### src/hw/rtl/max_heap_priority_queue_core_assert.svh
// Assertion macros for the max-heap priority queue core.
// Depends on i_clk and i_rst_n being visible at the point of use.
`ifndef MAX_HEAP_PRIORITY_QUEUE_CORE_ASSERT_SVH
`define MAX_HEAP_PRIORITY_QUEUE_CORE_ASSERT_SVH

// The consequent must hold in the same cycle as the antecedent.
`define MHPQ_ASSERT_NOW(label, ante, cons, msg) \
    label: assert property (@(posedge i_clk) disable iff (!i_rst_n) \
        (ante) |-> (cons)) else $error(msg);

// The consequent must hold in the cycle after the antecedent.
`define MHPQ_ASSERT_NEXT(label, ante, cons, msg) \
    label: assert property (@(posedge i_clk) disable iff (!i_rst_n) \
        (ante) |=> (cons)) else $error(msg);

`endif

### src/hw/rtl/mhpq_pkg.sv
// Shared types and constants of the max-heap priority queue core.
// No dependencies; used by the sift engine and the top level.
package mhpq_pkg;

    localparam int KEY_W  = 32;
    localparam int ST_W   = 2;
    localparam int FILL_W = 11;

    typedef logic signed [KEY_W-1:0] t_key;
    typedef logic [ST_W-1:0]         t_status;

    // Request commands.
    localparam logic CMD_INSERT = 1'b0;
    localparam logic CMD_REMOVE = 1'b1;

    // Result status codes.
    localparam t_status ST_OK    = 2'd0;
    localparam t_status ST_EMPTY = 2'd1;
    localparam t_status ST_FULL  = 2'd2;

    typedef struct packed {
        logic command;
        t_key key_in;
    } t_req;

    typedef struct packed {
        t_key              removed_key;
        t_status           status;
        logic [FILL_W-1:0] fill_count;
    } t_rsp;

endpackage

### src/hw/rtl/mhpq_engine.sv
// Sift engine of the max-heap priority queue: element count and the
// read-modify-write sequencer over the heap RAM. Depends on mhpq_pkg.
module mhpq_engine #(
    parameter int CAPACITY = 1024,
    localparam int AW = (CAPACITY > 1) ? $clog2(CAPACITY) : 1,
    localparam int CW = $clog2(CAPACITY + 1)
) (
    input  logic            i_clk,
    input  logic            i_rst_n,
    input  logic            i_start,
    input  mhpq_pkg::t_req  i_req,
    output logic            o_idle,
    output logic            o_done,
    input  logic            i_free,
    output mhpq_pkg::t_rsp  o_rsp,
    output logic            o_ram_we,
    output logic [AW-1:0]   o_ram_waddr,
    output mhpq_pkg::t_key  o_ram_wdata,
    output logic            o_ram_re,
    output logic [AW-1:0]   o_ram_raddr,
    input  mhpq_pkg::t_key  i_ram_rdata
);

    import mhpq_pkg::*;

    localparam int XW = AW + 2;

    typedef enum logic [3:0] {
        S_IDLE,
        S_UP,
        S_UP_FIN,
        S_RM_ROOT,
        S_RM_LAST,
        S_DN_L,
        S_DN_R,
        S_DN_FIN,
        S_DONE
    } t_state;

    t_state        r_state, n_state;
    logic [CW-1:0] r_count, n_count;
    logic [AW-1:0] r_pos, n_pos;
    logic [AW-1:0] r_cidx, n_cidx;
    t_key          r_key, n_key;
    t_key          r_cval, n_cval;
    t_key          r_removed, n_removed;
    t_status       r_status, n_status;

    logic [XW-1:0] w_cnt_x;
    logic [AW-1:0] w_cnt_a;
    logic [AW-1:0] w_cnt_parent;
    logic [AW-1:0] w_last;
    logic [AW-1:0] w_parent;
    logic [AW-1:0] w_gparent;
    logic [XW-1:0] w_child_l;
    logic [XW-1:0] w_child_r;
    logic          w_sel_r;
    t_key          w_best_val;
    logic [AW-1:0] w_best_idx;
    logic [XW-1:0] w_gchild;
    logic          w_decide;

    assign w_cnt_x      = XW'(r_count);
    assign w_cnt_a      = AW'(r_count);
    assign w_cnt_parent = (w_cnt_a - AW'(1)) >> 1;
    assign w_last       = AW'(r_count - CW'(1));
    assign w_parent     = (r_pos - AW'(1)) >> 1;
    assign w_gparent    = (w_parent - AW'(1)) >> 1;
    assign w_child_l    = XW'({r_pos, 1'b1});
    assign w_child_r    = w_child_l + XW'(1);

    // The right child wins only when strictly greater than the left one.
    assign w_sel_r    = (r_state == S_DN_R) && (i_ram_rdata > r_cval);
    assign w_best_val = (r_state == S_DN_L) ? i_ram_rdata :
                        (w_sel_r ? i_ram_rdata : r_cval);
    assign w_best_idx = (r_state == S_DN_L) ? AW'(w_child_l) :
                        (w_sel_r ? AW'(w_child_r) : r_cidx);
    assign w_gchild   = XW'({w_best_idx, 1'b1});
    assign w_decide   = ((r_state == S_DN_L) && (w_child_r >= w_cnt_x)) ||
                        (r_state == S_DN_R);

    always_comb begin
        n_state     = r_state;
        n_count     = r_count;
        n_pos       = r_pos;
        n_cidx      = r_cidx;
        n_key       = r_key;
        n_cval      = r_cval;
        n_removed   = r_removed;
        n_status    = r_status;
        o_ram_we    = 1'b0;
        o_ram_waddr = r_pos;
        o_ram_wdata = r_key;
        o_ram_re    = 1'b0;
        o_ram_raddr = '0;

        unique case (r_state)
            S_IDLE: begin
                if (i_start) begin
                    n_removed = '0;
                    n_status  = ST_OK;
                    if (i_req.command == CMD_INSERT) begin
                        if (r_count >= CW'(CAPACITY)) begin
                            n_status = ST_FULL;
                            n_state  = S_DONE;
                        end else if (r_count == '0) begin
                            o_ram_we    = 1'b1;
                            o_ram_waddr = '0;
                            o_ram_wdata = i_req.key_in;
                            n_count     = r_count + CW'(1);
                            n_state     = S_DONE;
                        end else begin
                            n_pos       = w_cnt_a;
                            n_key       = i_req.key_in;
                            o_ram_re    = 1'b1;
                            o_ram_raddr = w_cnt_parent;
                            n_state     = S_UP;
                        end
                    end else begin
                        if (r_count == '0) begin
                            n_status = ST_EMPTY;
                            n_state  = S_DONE;
                        end else begin
                            o_ram_re    = 1'b1;
                            o_ram_raddr = '0;
                            n_state     = S_RM_ROOT;
                        end
                    end
                end
            end
            S_UP: begin
                if (r_key > i_ram_rdata) begin
                    o_ram_we    = 1'b1;
                    o_ram_wdata = i_ram_rdata;
                    n_pos       = w_parent;
                    if (w_parent == '0) begin
                        n_state = S_UP_FIN;
                    end else begin
                        o_ram_re    = 1'b1;
                        o_ram_raddr = w_gparent;
                    end
                end else begin
                    o_ram_we = 1'b1;
                    n_count  = r_count + CW'(1);
                    n_state  = S_DONE;
                end
            end
            S_UP_FIN: begin
                o_ram_we = 1'b1;
                n_count  = r_count + CW'(1);
                n_state  = S_DONE;
            end
            S_RM_ROOT: begin
                n_removed   = i_ram_rdata;
                n_count     = r_count - CW'(1);
                o_ram_re    = 1'b1;
                o_ram_raddr = w_last;
                n_state     = S_RM_LAST;
            end
            S_RM_LAST: begin
                n_key = i_ram_rdata;
                n_pos = '0;
                if (r_count == '0) begin
                    n_state = S_DONE;
                end else if (r_count == CW'(1)) begin
                    o_ram_we    = 1'b1;
                    o_ram_waddr = '0;
                    o_ram_wdata = i_ram_rdata;
                    n_state     = S_DONE;
                end else begin
                    o_ram_re    = 1'b1;
                    o_ram_raddr = AW'(1);
                    n_state     = S_DN_L;
                end
            end
            S_DN_L: begin
                n_cval = i_ram_rdata;
                n_cidx = AW'(w_child_l);
                if (w_child_r < w_cnt_x) begin
                    o_ram_re    = 1'b1;
                    o_ram_raddr = AW'(w_child_r);
                    n_state     = S_DN_R;
                end
            end
            S_DN_R: begin
                n_state = r_state;
            end
            S_DN_FIN: begin
                o_ram_we = 1'b1;
                n_state  = S_DONE;
            end
            S_DONE: begin
                if (i_free) begin
                    n_state = S_IDLE;
                end
            end
            default: begin
                n_state = S_IDLE;
            end
        endcase

        // One level of sift-down: the larger child either moves up into the
        // hole, or the sifted key settles in the hole.
        if (w_decide) begin
            o_ram_we = 1'b1;
            if (w_best_val > r_key) begin
                o_ram_wdata = w_best_val;
                n_pos       = w_best_idx;
                if (w_gchild < w_cnt_x) begin
                    o_ram_re    = 1'b1;
                    o_ram_raddr = AW'(w_gchild);
                    n_state     = S_DN_L;
                end else begin
                    n_state = S_DN_FIN;
                end
            end else begin
                n_state = S_DONE;
            end
        end
    end

    always_ff @(posedge i_clk) begin
        r_pos     <= n_pos;
        r_cidx    <= n_cidx;
        r_key     <= n_key;
        r_cval    <= n_cval;
        r_removed <= n_removed;
        r_status  <= n_status;
        if (!i_rst_n) begin
            r_state <= S_IDLE;
            r_count <= '0;
        end else begin
            r_state <= n_state;
            r_count <= n_count;
        end
    end

    assign o_idle = (r_state == S_IDLE);
    assign o_done = (r_state == S_DONE);

    assign o_rsp.removed_key = r_removed;
    assign o_rsp.status      = r_status;
    assign o_rsp.fill_count  = FILL_W'(r_count);

endmodule

### config.mk
export PLATFORM = sky130hd
export DESIGN_NAME = mhpq_engine
export DESIGN_NICKNAME = d
export VERILOG_FILES = /design/src/hw/rtl/max_heap_priority_queue_core_assert.svh /design/src/hw/rtl/mhpq_pkg.sv /design/src/hw/rtl/mhpq_engine.sv
export SDC_FILE = /design/constraint.sdc
export NUM_CORES = 1
export LEC_CHECK = 0
export BUFFER_PORTS_ARGS = -buffer_cell sky130_fd_sc_hd__buf_2
export CAP_MARGIN = 20
export CELL_PAD_IN_SITES_DETAIL_PLACEMENT = 1
export CELL_PAD_IN_SITES_GLOBAL_PLACEMENT = 2
export CORE_ASPECT_RATIO = 1.1
export CORE_MARGIN = 2
export CORE_UTILIZATION = 36
export DETAILED_ROUTE_END_ITERATION = 16
export PLACE_DENSITY = 0.88
export RECOVER_POWER = 50
export SYNTH_ARGS = -nofsm -noshare
export SYNTH_HDL_FRONTEND = slang
export SYNTH_SLANG_ARGS = --single-unit
### constraint.sdc
create_clock -name i_clk -period 9.2 [get_ports i_clk]
set_clock_uncertainty 0.2 [all_clocks]
set_input_delay 1.84 -clock i_clk [delete_from_list [all_inputs] [get_ports i_clk]]
set_output_delay 1.84 -clock i_clk [all_outputs]
set_load 0.005 [all_outputs]
Yosys cells after proc, flatten, opt, wreduce, memory -nomap -nowiden
Index checks and enable logic that the tools add are counted.
Widths: inputs -> output; s select.
Cells by class
  add/sub/neg operators: 6
  $lt $le $gt $ge: 7
  equality and inequality tests: 20
  multiplexer cells: 94
  reduce and logical (&&, ||, !) cells: 16
Operators with widths (count)
  $mux 32: 16
  $mux 10: 21
  $pmux 32 s2: 2
  $gt 32x32->1: 3
  $pmux 32 s3: 1
  $mux 11: 5
  $mux 4: 13
  $pmux 10 s5: 1
  $pmux 11 s4: 1
  $mux 9: 4
  $pmux 4 s8: 1
  $pmux 10 s3: 1
  $mux 1: 22
  $pmux 10 s2: 1
  $sub 10x1->10 const B: 2
  $eq 4x3->1 const B: 4
  $add 11x1->12 const B: 1
  $ge 12x11->1: 1
  $lt 12x11->1: 1
  $ne 2x2->1 const B: 6
  $add 11x1->11 const B: 1
  $eq 11x1->1 const B: 1
  $ge 11x11->1 const B: 1
  $logic_not 11->1: 1
  other kinds (24): 32
Word-level totals
  flip-flop bits (word level): 132
  bits of input ports: 69
  output and inout bits: 101
  word-level logic and storage cells: 151

Logic depth before layout (Yosys ltp)
Gate-level depths: netlist of the first run.
  depth after elaboration: 9
  gate-level depth with buffers: 22
  mapped depth without buffers: 18

Least setup slack after synthesis of the first run
Ideal clock, no wire load.
  path type: input to output
  start point: input i_ram_rdata[31]
  end point: output o_ram_wdata[10]
  arrival time: 6049 ps
  data required time: 7160 ps
  path slack: 1111 ps
  cell stages on the path: 21
  path buffers: 4
  path through: ha_1 > nand4_1 > or4_4 > and2_4 > a41oi_4 > o21a_1 > buf_4 > clkbuf_2 > o21ai_0 > o21ai_0 > ha_1 > a21o_1 > a221oi_1 > o21ai_0 > a221oi_1 > a31oi_1 > a311oi_4 > buf_4 > buf_4 > a221oi_1 > a2bb2oi_1
Between the ends
  word-level cells in the longest chain between the ends: 7
  elaborated cells between the ends (all ways): 10
  classes of those cells: order compare (3); mux (6); reduce/logical (1)
RTL lines
  start, declared: line mhpq_engine.sv:21  | input mhpq_pkg::t_key i_ram_rdata
  $gt 32x32->1: line mhpq_engine.sv:73  | assign w_sel_r = (r_state == S_DN_R) && (i_ram_rdata > r_cval);
  $logic_and 1x1->1: line mhpq_engine.sv:73
  $mux 32: line mhpq_engine.sv:75  | (w_sel_r ? i_ram_rdata : r_cval);
  $mux 32: line mhpq_engine.sv:74  | assign w_best_val = (r_state == S_DN_L) ? i_ram_rdata :
  $gt 32x32->1: line mhpq_engine.sv:206  | if (w_best_val > r_key) begin
  $mux 32: line mhpq_engine.sv:206
  $mux 32 *: line mhpq_engine.sv:204  | if (w_decide) begin
  end, declared: line mhpq_engine.sv:18  | output mhpq_pkg::t_key o_ram_wdata,
Mark *: on every way between the ends. The rest lies on a longest branch, timed or not.

Final worst setup path of the first run
  start point: input i_ram_rdata[14]
  end point: output o_ram_wdata[3]
The elaborated chain is that of the path after synthesis.

==> flow_metrics.py, run 1 <==
metrics = {
    "outcome": {
        "status": "complete, but fails checks",
        "violations": "max-capacitance violations, max-slew violations",
    },
    "cells_and_area": {
        "seqCellArea_um2": 3710,
        "nFillCells": 3489,
        "nNetsFinal": 1558,
        "multi_input_area_um2": 6360,
        "area_delta_synth_final_pct": 19.6,
        "fin_area_um2": 12900,
        "num_antenna_cells": 0,
        "drive_gt1_share_pct": 20.5,
    },
    "critical_path": {
        "reg2reg_slack_ns": 3.58,
        "cp_max_fo": 19,
        "timing.rr.end": "r_pos[5]$_DFF_P_",
        "critPathLaunchType": "primary input",
        "cp-end-kind": "output port",
        "crit_type": "in -> out",
        "required_ns": 7.16,
        "arrival_ns": 6.92,
        "reg2reg_from": "r_cval[14]$_DFFE_PP_",
        "reg2regPathDepth": 24,
    },
    "drt": {
        "via_per_inst": 5.97,
        "final_antenna_net_count": 0,
        "wire_per_inst_um": 23.0,
        "drt_pass1_iterations": 5,
        "drc": 0,
        "dr.first_iter.drc_count": 726,
        "via_count": 10500,
        "drt-total-wl_um": 40300,
    },
    "logic_synthesis": {
        "synth_area_um2": 10800,
        "synthTopCellsByArea": "edfxtp_1 30%, ha_1 14%, o21ai_0 6.2%",
        "async_flop_share_pct": 0,
        "synth-seq-cells": 132,
        "syn-num-nets": 1373,
        "ys_types": 79,
        "synth_top_cell_area_share_pct": 29.9,
        "yosysWarnings": 0,
        "yosys.area.top_type": "edfxtp_1",
        "synthCells": 1183,
        "ys.flop_type": "edfxtp_1",
        "netlist_top_cells_count": "134 x o21ai_0, 121 x ha_1, 119 x inv_1, 107 x edfxtp_1, 80 x nor2_1",
        "synth_edf_count": 107,
        "yosysSeqAreaShare_pct": 34.5,
        "yosysMostFrequentCell": "o21ai_0",
        "avgSynthCellArea_um2": 9.10,
    },
    "timing": {
        "finalMaxSlewViolations": 35,
        "timing.setup.tns_ns": 0,
        "finalCritPeriodShare_pct": 97.4,
        "tightest_slew_ns": 2.96,
        "max_slew_margin_pct": -97.2,
        "rsz0062_at_grt": "false",
        "hold_violations": 0,
        "setup_viol": 0,
        "fin_crit_ns": 8.96,
        "max_freq_mhz": 112,
    },
    "worst_hold_path": {
        "hold_path_class": "reg -> reg",
        "hold_depth": 2,
        "holdPathEnd": "r_count[3]$_SDFFE_PN0P_",
        "worstHoldStart": "r_count[3]$_SDFFE_PN0P_",
    },
    "clock_tree": {
        "postCtsSetupRepairBufs": 0,
        "cts.reportedPaths.clkPinSlew_ns": 0.07,
        "cts_tree": "built",
        "clk_latency_ns": 0.45,
        "cts_root_buffer": "clkbuf_16",
        "cts_buffer_depth": 2,
        "htreeDepth": 4,
        "cts_num_sinks": 132,
        "cts_inserted_buffers": 17,
    },
    "global_route": {
        "grt_first_pass_wirelength_um": 62200,
        "grt_max_degree": 53,
        "track_usage_pct": 25.9,
        "antenna_found_initial": 0,
        "first_global_vias": 10900,
        "grt-ovfl-total": 0,
    },
    "floorplan": {
        "fp.dieH_um": 185,
        "core_area_um2": 29500,
        "io_pins": 170,
        "start_util_pct": 36.5,
        "die-area_um2": 31300,
        "die_w_um": 169,
        "placementRows": 66,
    },
    "power_and_ir_drop": {
        "power.total_mw": 2.86,
        "power.density_nw_per_um2": 222,
        "ir_worst_vdd_v": 0.000209,
        "p_leak_nw": 5.49,
    },
    "placement": {
        "post_dp_cell_area_um2": 12300,
        "gp_congestion": 0.956,
        "portBuffers": 169,
        "dp_hpwl_um": 30000,
    },
    "flow_run": {
        "max_cap_violations": 1,
    },
}
[per-stage QoR]
stage | util (%) | worst slack [ns] | hold slack, ns | cells
finish | 43.7 | 0.236 | 0.383 | 1755
global route | 43.7 | 0.0175 | 0.426 | 1755
CTS | 43.9 | 0.120 | 0.388 | 1754
detailed placement | 41.9 | 0.178 | 0.374 | 1722
global placement | 41.9 | 0.337 | 0.353 | 1722
floorplan | - | 1.11 | 0.206 | 1183
[critical path, stage by stage]
cell,delay (ns)
buf_2,0.14
ha_1,0.32
nand4_1,0.13
or4_1,0.61
nor3_2,0.25
nor3_1,0.12
o21a_1,0.14
buf_4,0.22
o21ai_0,0.18
o21ai_0,0.19
ha_1,0.36
nand4_1,0.20
nor4_2,0.32
buf_4,0.18
o311ai_0,0.15
buf_4,0.18
and3_1,0.18
a311oi_4,0.30
buf_4,0.20
buf_6,0.19
a221oi_1,0.08
a2bb2oi_1,0.26
buf_2,0.17
[routing by layer]
metal | wire (um) | up-vias | part of all wire [%] | track usage [%]
met1 | 16700 | 5188 | 41 | 31.0
met2 | 20100 | 371 | 50 | 45.9
met5 | 0 | - | 0 | 0
li1 | - | 4840 | - | -
met3 | 2140 | 85 | 5.3 | 4.23
met4 | 1430 | 0 | 3.6 | 11.0
[worst max-delay path by stage]
stage	endpoint	startpoint
floorplan	o_ram_wdata[10]	i_ram_rdata[31]
global placement	o_ram_wdata[3]	i_ram_rdata[31]
detailed placement	o_ram_wdata[3]	i_ram_rdata[14]
CTS	o_ram_wdata[3]	i_ram_rdata[14]
global route	o_ram_wdata[3]	i_ram_rdata[23]
finish	o_ram_wdata[3]	i_ram_rdata[14]
[where the power goes]
| part | switching (mW) | total [mW] | internal (mW) |
|---|---|---|---|
| Combinational | 0.800 | 1.30 | 0.497 |
| Sequential | 0.111 | 0.857 | 0.745 |
| Clock | 0.316 | 0.701 | 0.385 |
[state kept, by name (all words and copies together), names as in the netlist]
name / count
r_cidx: 9
r_count: 11
r_cval: 32
r_key: 32
r_pos: 10
r_removed: 32
r_state: 4
r_status: 2
[kinds of logic after synthesis]
kind of cell,after synthesis,share of synthesized area (%)
xor gates and xnor gates,34,2.77
and+or+nand+nor,288,13.7
muxes,38,3.95
DFF,132,34.5
adders and majority gates,121,14.1
AOI/OAI and AO/OA,385,24.3
buffers and inverters,185,6.74
[cell type report]
| cell class | instances | area share (%) |
|---|---|---|
| repair buffers | 230 | 10.0 |
| clock inverters | 15 | 1.26 |
| multi-input cells | 866 | 49.4 |
| well taps | 374 | 3.63 |
| inverters | 121 | 3.53 |
| flip-flops and latches | 132 | 28.8 |
| clock buffers | 17 | 3.30 |
[cells in the final DEF, fill, tap and decap left out, types with 33 or more instances in the layout]
cell type	n
buf_2	138
o21ai_0	134
ha_1	121
inv_1	118
edfxtp_1	107
nor2_1	78
a21oi_1	52
nand2_1	51
buf_4	45
a221oi_1	43
clkbuf_1	41
nand4_1	34
a2bb2oi_1	33
[what timing repair did]
item,CTS,global route
setup endpoints to repair,0,32
hold buffers,0,0
resized for setup,0,4
Note: power is estimated with default switching activity, not from simulation.
==> run 2, diff against run 1 <==
Settings changed: CELL_PAD_IN_SITES_GLOBAL_PLACEMENT 2 to 1, CORE_UTILIZATION 36 to 44, PLACE_DENSITY 0.88 to 0.87.
==> run 2 against run 1 <==
  * The run still ends with max-capacitance violations, max-slew violations left
  * Critical endpoint is now o_ram_wdata[10]
  * Die area shrank 18%
  * Core utilization grew 8.5 points
  * Highest routed layer unchanged
  * Sequential share of layout area grew 0.53 points
  * Total power grew 0.25%
  * Count of clock-buffer cells in the layout grew 3
  * Critical path depth is the same
  * Flip-flop and latch count is the same
  * Sequential power grew 0.6%
==> flow_metrics.py, run 2 (synthesis gave the netlist of run 1 again) <==
metrics = {
    "global_route": {
        "grt_first_pass_wirelength_um": 62500,
        "first_global_vias": 11400,
        "grt_max_degree": 53,
        "antenna_found_initial": 0,
        "track_usage_pct": 30.8,
        "grt-ovfl-total": 0,
    },
    "critical_path": {
        "arrival_ns": 7.03,
        "reg2reg_from": "r_state[1]$_SDFFE_PN0P_",
        "cp_max_fo": 22,
        "critPathLaunchType": "primary input",
        "crit_slowest_cell": "or4_4",
        "path_cells": "buf_2, ha_1, nand4_1, or4_4, nor3_2, nor3_1, o21a_1, buf_4, o21ai_0, o21ai_0, ha_1, nand4_1, nor4_2, buf_4, o21ai_1, a21o_1, and3_1, a311oi_4, buf_12, inv_2, buf_4, a2bb2oi_1, buf_2",
        "max_stage_delay_ns": 0.58,
        "required_ns": 7.16,
        "startpoint": "i_ram_rdata[27]",
        "timing.rr.end": "r_pos[6]$_DFF_P_",
        "path_common_cell": "buf_4",
        "reg2reg_slack_ns": 3.03,
        "reg2regPathDepth": 20,
        "crit_type": "in -> out",
        "cp-end-kind": "output port",
    },
    "timing": {
        "timing.setup.tns_ns": 0,
        "fin_hold_ws_ns": 0.378,
        "finalMaxSlewViolations": 66,
        "tightest_slew_ns": 2.14,
        "max_freq_mhz": 110,
        "fin_crit_ns": 9.07,
        "finalCritPeriodShare_pct": 98.6,
        "setup_viol": 0,
        "hold_violations": 0,
        "max_slew_margin_pct": -42.7,
    },
    "flow_run": {
        "max_cap_violations": 2,
    },
    "clock_tree": {
        "cts_tree": "built",
        "htreeDepth": 4,
        "cts_inserted_buffers": 17,
        "clk_latency_ns": 0.44,
        "cts_root_buffer": "clkbuf_16",
        "cts_buffer_depth": 2,
        "cts_num_sinks": 132,
        "cts_hold_buf": 0,
        "cts.reportedPaths.clkPinSlew_ns": 0.07,
    },
    "floorplan": {
        "fp.dieH_um": 168,
        "die_w_um": 153,
        "placementRows": 60,
        "core_area_um2": 24200,
        "die-area_um2": 25700,
        "start_util_pct": 44.4,
        "io_pins": 170,
    },
    "cells_and_area": {
        "nNetsFinal": 1534,
        "post-route-util_pct": 52.1,
        "num_antenna_cells": 0,
        "final_cell_mix": "141 x buf_2, 132 x o21ai_0, 120 x ha_1, 118 x inv_1, 107 x edfxtp_1",
        "top_regs": "r_cval: 32 flops, r_key: 32 flops, r_removed: 32 flops",
        "drive_gt1_share_pct": 19.7,
        "final_common_cell": "buf_2",
        "area_delta_synth_final_pct": 17.5,
    },
    "power_and_ir_drop": {
        "power.density_nw_per_um2": 226,
        "power.total_mw": 2.86,
        "power.internal_mw": 1.66,
        "p_leak_nw": 5.42,
        "combPwrFrac_pct": 45.5,
        "switchingPower_mw": 1.21,
        "ir_worst_vdd_v": 0.000216,
        "pwr-share-seq_pct": 30.1,
        "switching_share_pct": 42.2,
        "pwr-share-clk_pct": 24.4,
    },
    "drt": {
        "drt_pass1_iterations": 5,
        "wire_per_inst_um": 24.2,
        "via_count": 10800,
        "final_antenna_net_count": 0,
        "drc": 0,
        "via_per_inst": 6.47,
        "dr.first_iter.drc_count": 998,
        "drt-total-wl_um": 40400,
    },
    "placement": {
        "dp_hpwl_um": 29100,
        "gp_congestion": 0.944,
        "portBuffers": 169,
    },
    "worst_hold_path": {
        "hold_depth": 2,
        "holdPathEnd": "r_count[3]$_SDFFE_PN0P_",
        "hold_path_class": "reg -> reg",
        "worstHoldStart": "r_count[3]$_SDFFE_PN0P_",
    },
    "outcome": {
        "status": "complete, but fails checks",
        "violations": "max-capacitance violations, max-slew violations",
    },
}
run 2: changes by cell type in the layout (fill, tap and decap cells not counted), moves of 3 or more:
cell,previous run,this run
inv_4,0,3
buf_2,138,141
clkbuf_1,41,32
buf_4,45,26
inv_8,5,1
run 2: per-layer routing:
metal / track usage, % / vias up / share of wire [%]
met5: 0 / - / 0
met4: 16.3 / 0 / 4.5
met1: 36.3 / 5344 / 40
met3: 5.48 / 127 / 6.0
met2: 53.3 / 512 / 50
li1: - / 4796 / -
run 2: worst max-delay path, delay by kind of cell:
kind	cells	cell delay, ns
AO/OA/AOI/OAI	7	1.49
adder cells (fa/ha/maj)	2	0.73
buffers and inverters	7	1.20
AND/OR/NAND/NOR	7	1.74
run 2: final cells by class:
cell class | instances | area (um^2)
Clock buffer | 20 | 478
Clock inverter | 12 | 114
Fill cell | 2859 | 11600
Inverter | 121 | 454
Multi-Input combinational cell | 866 | 6360
Sequential cell | 132 | 3710
Tap cell | 310 | 388
Timing Repair Buffer | 206 | 1140
run 2: stage by stage:
stage	instance area, um^2	setup WS [ns]	std cells
finish	12600	0.130	1667
global route	12600	-0.0359	1667
CTS	12600	0.0564	1661
detailed placement	12000	0.00711	1629
global placement	12000	0.312	1629
floorplan	10800	1.11	1183
run 2: worst max path at each step:
stage	depth (start not counted)	slack, ns	endpoint
after floorplan	21	1.11	o_ram_wdata[10]
after global placement	21	0.31	o_ram_wdata[0]
after detailed placement	21	0.007	o_ram_wdata[0]
after CTS	23	0.06	o_ram_wdata[10]
after global routing	23	-0.04	o_ram_wdata[1]
final	23	0.13	o_ram_wdata[10]
run 2: repair_timing:
action | in CTS | in global routing
setup buffers | 0 | 3
pin swaps | 0 | 3
gates cloned | 0 | 1
endpoints found under the setup margin | 1 | 38
resized for setup | 3 | 5
run 2: power by group through the flow:
stage	clock network [mW]	logic (mW)	registers, mW
after floorplan	0	0.837	0.800
after global placement	0	1.23	0.865
after detailed placement	0	1.27	0.870
after CTS	0.702	1.28	0.858
after global routing	0.728	1.41	0.874
final	0.699	1.30	0.862
==> run 3, diff against run 2 <==
Settings changed: CORE_UTILIZATION 44 to 45, CTS_BUF_LIST from default to sky130_fd_sc_hd__clkbuf_4, PLACE_DENSITY 0.87 to 0.89.
==> run 3 against run 2 <==
  * The run still ends with max-capacitance violations, max-slew violations left
  * Die area is 2.2% lower
  * Critical endpoint is now o_ram_wdata[9]
  * Flip-flop and latch count stayed put
  * Highest routed layer unchanged
  * Sequential share of layout area is 0.78 points higher
  * Design area is 2.6% lower
  * Largest power group unchanged
  * Via count is 0.56% lower
==> flow_metrics.py, run 3 (synthesis gave the netlist of run 1 again) <==
metrics = {
    "timing": {
        "max_slew_margin_pct": -93.4,
        "finalCritPeriodShare_pct": 98.8,
        "finalMaxSlewViolations": 69,
        "max_freq_mhz": 110,
        "setup_viol": 0,
        "tightest_slew_ns": 2.90,
        "hold_violations": 0,
        "fin_crit_ns": 9.09,
        "worst_slack_ns": 0.111,
    },
    "clock_tree": {
        "cts_inserted_buffers": 17,
        "cts.reportedPaths.clkPinSlew_ns": 0.15,
        "cts_root_buffer": "clkbuf_4",
        "clk_latency_ns": 0.60,
        "cts_tree": "built",
        "ctsResizeCount": 0,
        "cts_num_sinks": 132,
        "cts_buffer_depth": 2,
        "cts_hold_buf": 0,
        "htreeDepth": 4,
        "postCtsSetupRepairBufs": 0,
    },
    "floorplan": {
        "start_util_pct": 45.7,
        "die_w_um": 151,
        "placementRows": 59,
        "io_pins": 170,
        "core_area_um2": 23500,
        "die-area_um2": 25200,
        "fp.dieH_um": 166,
    },
    "placement": {
        "gp_congestion": 0.953,
        "dp_hpwl_um": 29300,
        "portBuffers": 169,
        "dp_worst_setup_slack_ns": 0.0468,
        "post_dp_cell_area_um2": 12000,
        "place_inst": 1629,
    },
    "cells_and_area": {
        "final_cell_mix": "145 x buf_2, 129 x o21ai_0, 120 x ha_1, 118 x inv_1, 107 x edfxtp_1",
        "final_common_cell": "buf_2",
        "instances_no_fill": 1662,
        "area_delta_synth_final_pct": 14.4,
        "top_regs": "r_cval: 32 flops, r_key: 32 flops, r_removed: 32 flops",
        "nNetsFinal": 1534,
        "drive_gt1_share_pct": 19.6,
        "nFillCells": 2837,
        "fin_area_um2": 12300,
    },
    "critical_path": {
        "cp_max_fo": 21,
        "startpoint": "i_ram_rdata[14]",
        "reg2reg_from": "r_cval[14]$_DFFE_PP_",
        "crit_type": "in -> out",
        "required_ns": 7.16,
        "critPathLaunchType": "primary input",
        "arrival_ns": 7.05,
        "cp-end-kind": "output port",
    },
    "outcome": {
        "violations": "max-capacitance violations, max-slew violations",
        "status": "complete, but fails checks",
    },
    "drt": {
        "drt-total-wl_um": 39800,
        "drc": 0,
        "via_per_inst": 6.45,
        "dr.first_iter.drc_count": 1032,
        "drt_pass1_iterations": 5,
        "via_count": 10700,
        "final_antenna_net_count": 0,
        "wire_per_inst_um": 24.0,
    },
    "worst_hold_path": {
        "hold_path_class": "reg -> reg",
        "worstHoldStart": "r_count[3]$_SDFFE_PN0P_",
    },
    "power_and_ir_drop": {
        "power.density_nw_per_um2": 210,
        "power.total_mw": 2.59,
        "p_leak_nw": 5.27,
        "ir_worst_vdd_v": 0.000186,
    },
    "global_route": {
        "antenna_found_initial": 1,
        "grt-ovfl-total": 0,
        "grt_max_degree": 43,
        "track_usage_pct": 31.5,
        "first_global_vias": 11200,
        "grt_first_pass_wirelength_um": 61600,
    },
    "flow_run": {
        "max_cap_violations": 2,
    },
}
[run 3: per-layer routing]
layer  share of wire, %  vias to the layer above  global-route usage [%]
li1                   -                     4793                       -
met1                 39                     5231                    38.9
met2                 50                      547                    53.5
met3                6.6                      148                    4.59
met4                4.7                        0                    15.2
met5                  0                        -                       0
[run 3: final timing paths]
path / to / depth (start not counted) / slack (ns)
max reg2reg: r_pos[7]$_DFF_P_ / 22 / 3.50
min reg2reg: r_count[3]$_SDFFE_PN0P_ / 2 / 0.40
min: r_count[3]$_SDFFE_PN0P_ / 2 / 0.40
max: o_ram_wdata[9] / 23 / 0.11
[run 3: where the power goes]
part	total [mW]	leakage (nW)	internal, mW	switching, mW
Sequential	0.862	1.20	0.744	0.117
Combinational	1.30	3.91	0.500	0.799
Clock	0.433	0.152	0.189	0.244
Total	2.59	5.27	1.43	1.16
[run 3: per-stage QoR]
stage / hold slack (ns) / TNS, ns / util, %
3_5_place_dp: 0.376 / 0 / 51.1
4_1_cts: 0.403 / 0 / 52.4
3_3_place_gp: 0.357 / 0 / 51.1
6_report: 0.397 / 0 / 52.3
2_1_floorplan: 0.206 / 0 / -
5_1_grt: 0.439 / -0.0821 / 52.3
[run 3: cell type report]
class                      instances  area, um^2  area share (%)
antenna                            1        2.50          0.0203
clock buffer                      18         135            1.10
clock inverter                    13         158            1.28
inverter                         121         454            3.69
multi-input combinational        866        6350            51.5
sequential                       132        3710            30.1
tap                              305         382            3.10
timing repair buffer             206        1120            9.13
[run 3: worst max-delay path, stage by stage]
cell and delay, ns:
buf_2 0.14, ha_1 0.33, nand4_1 0.15, or4_1 0.66, nor3_2 0.27, nor3_1 0.13, o21a_1 0.15, buf_6 0.18
o21ai_0 0.15, o21ai_0 0.19, ha_2 0.45, nand4_1 0.21, nor4_2 0.28, buf_4 0.18, o311ai_0 0.12, buf_4 0.16
and3_1 0.19, a311oi_4 0.41, buf_12 0.19, buf_4 0.21, a221oi_1 0.08, a2bb2oi_1 0.22, buf_2 0.15
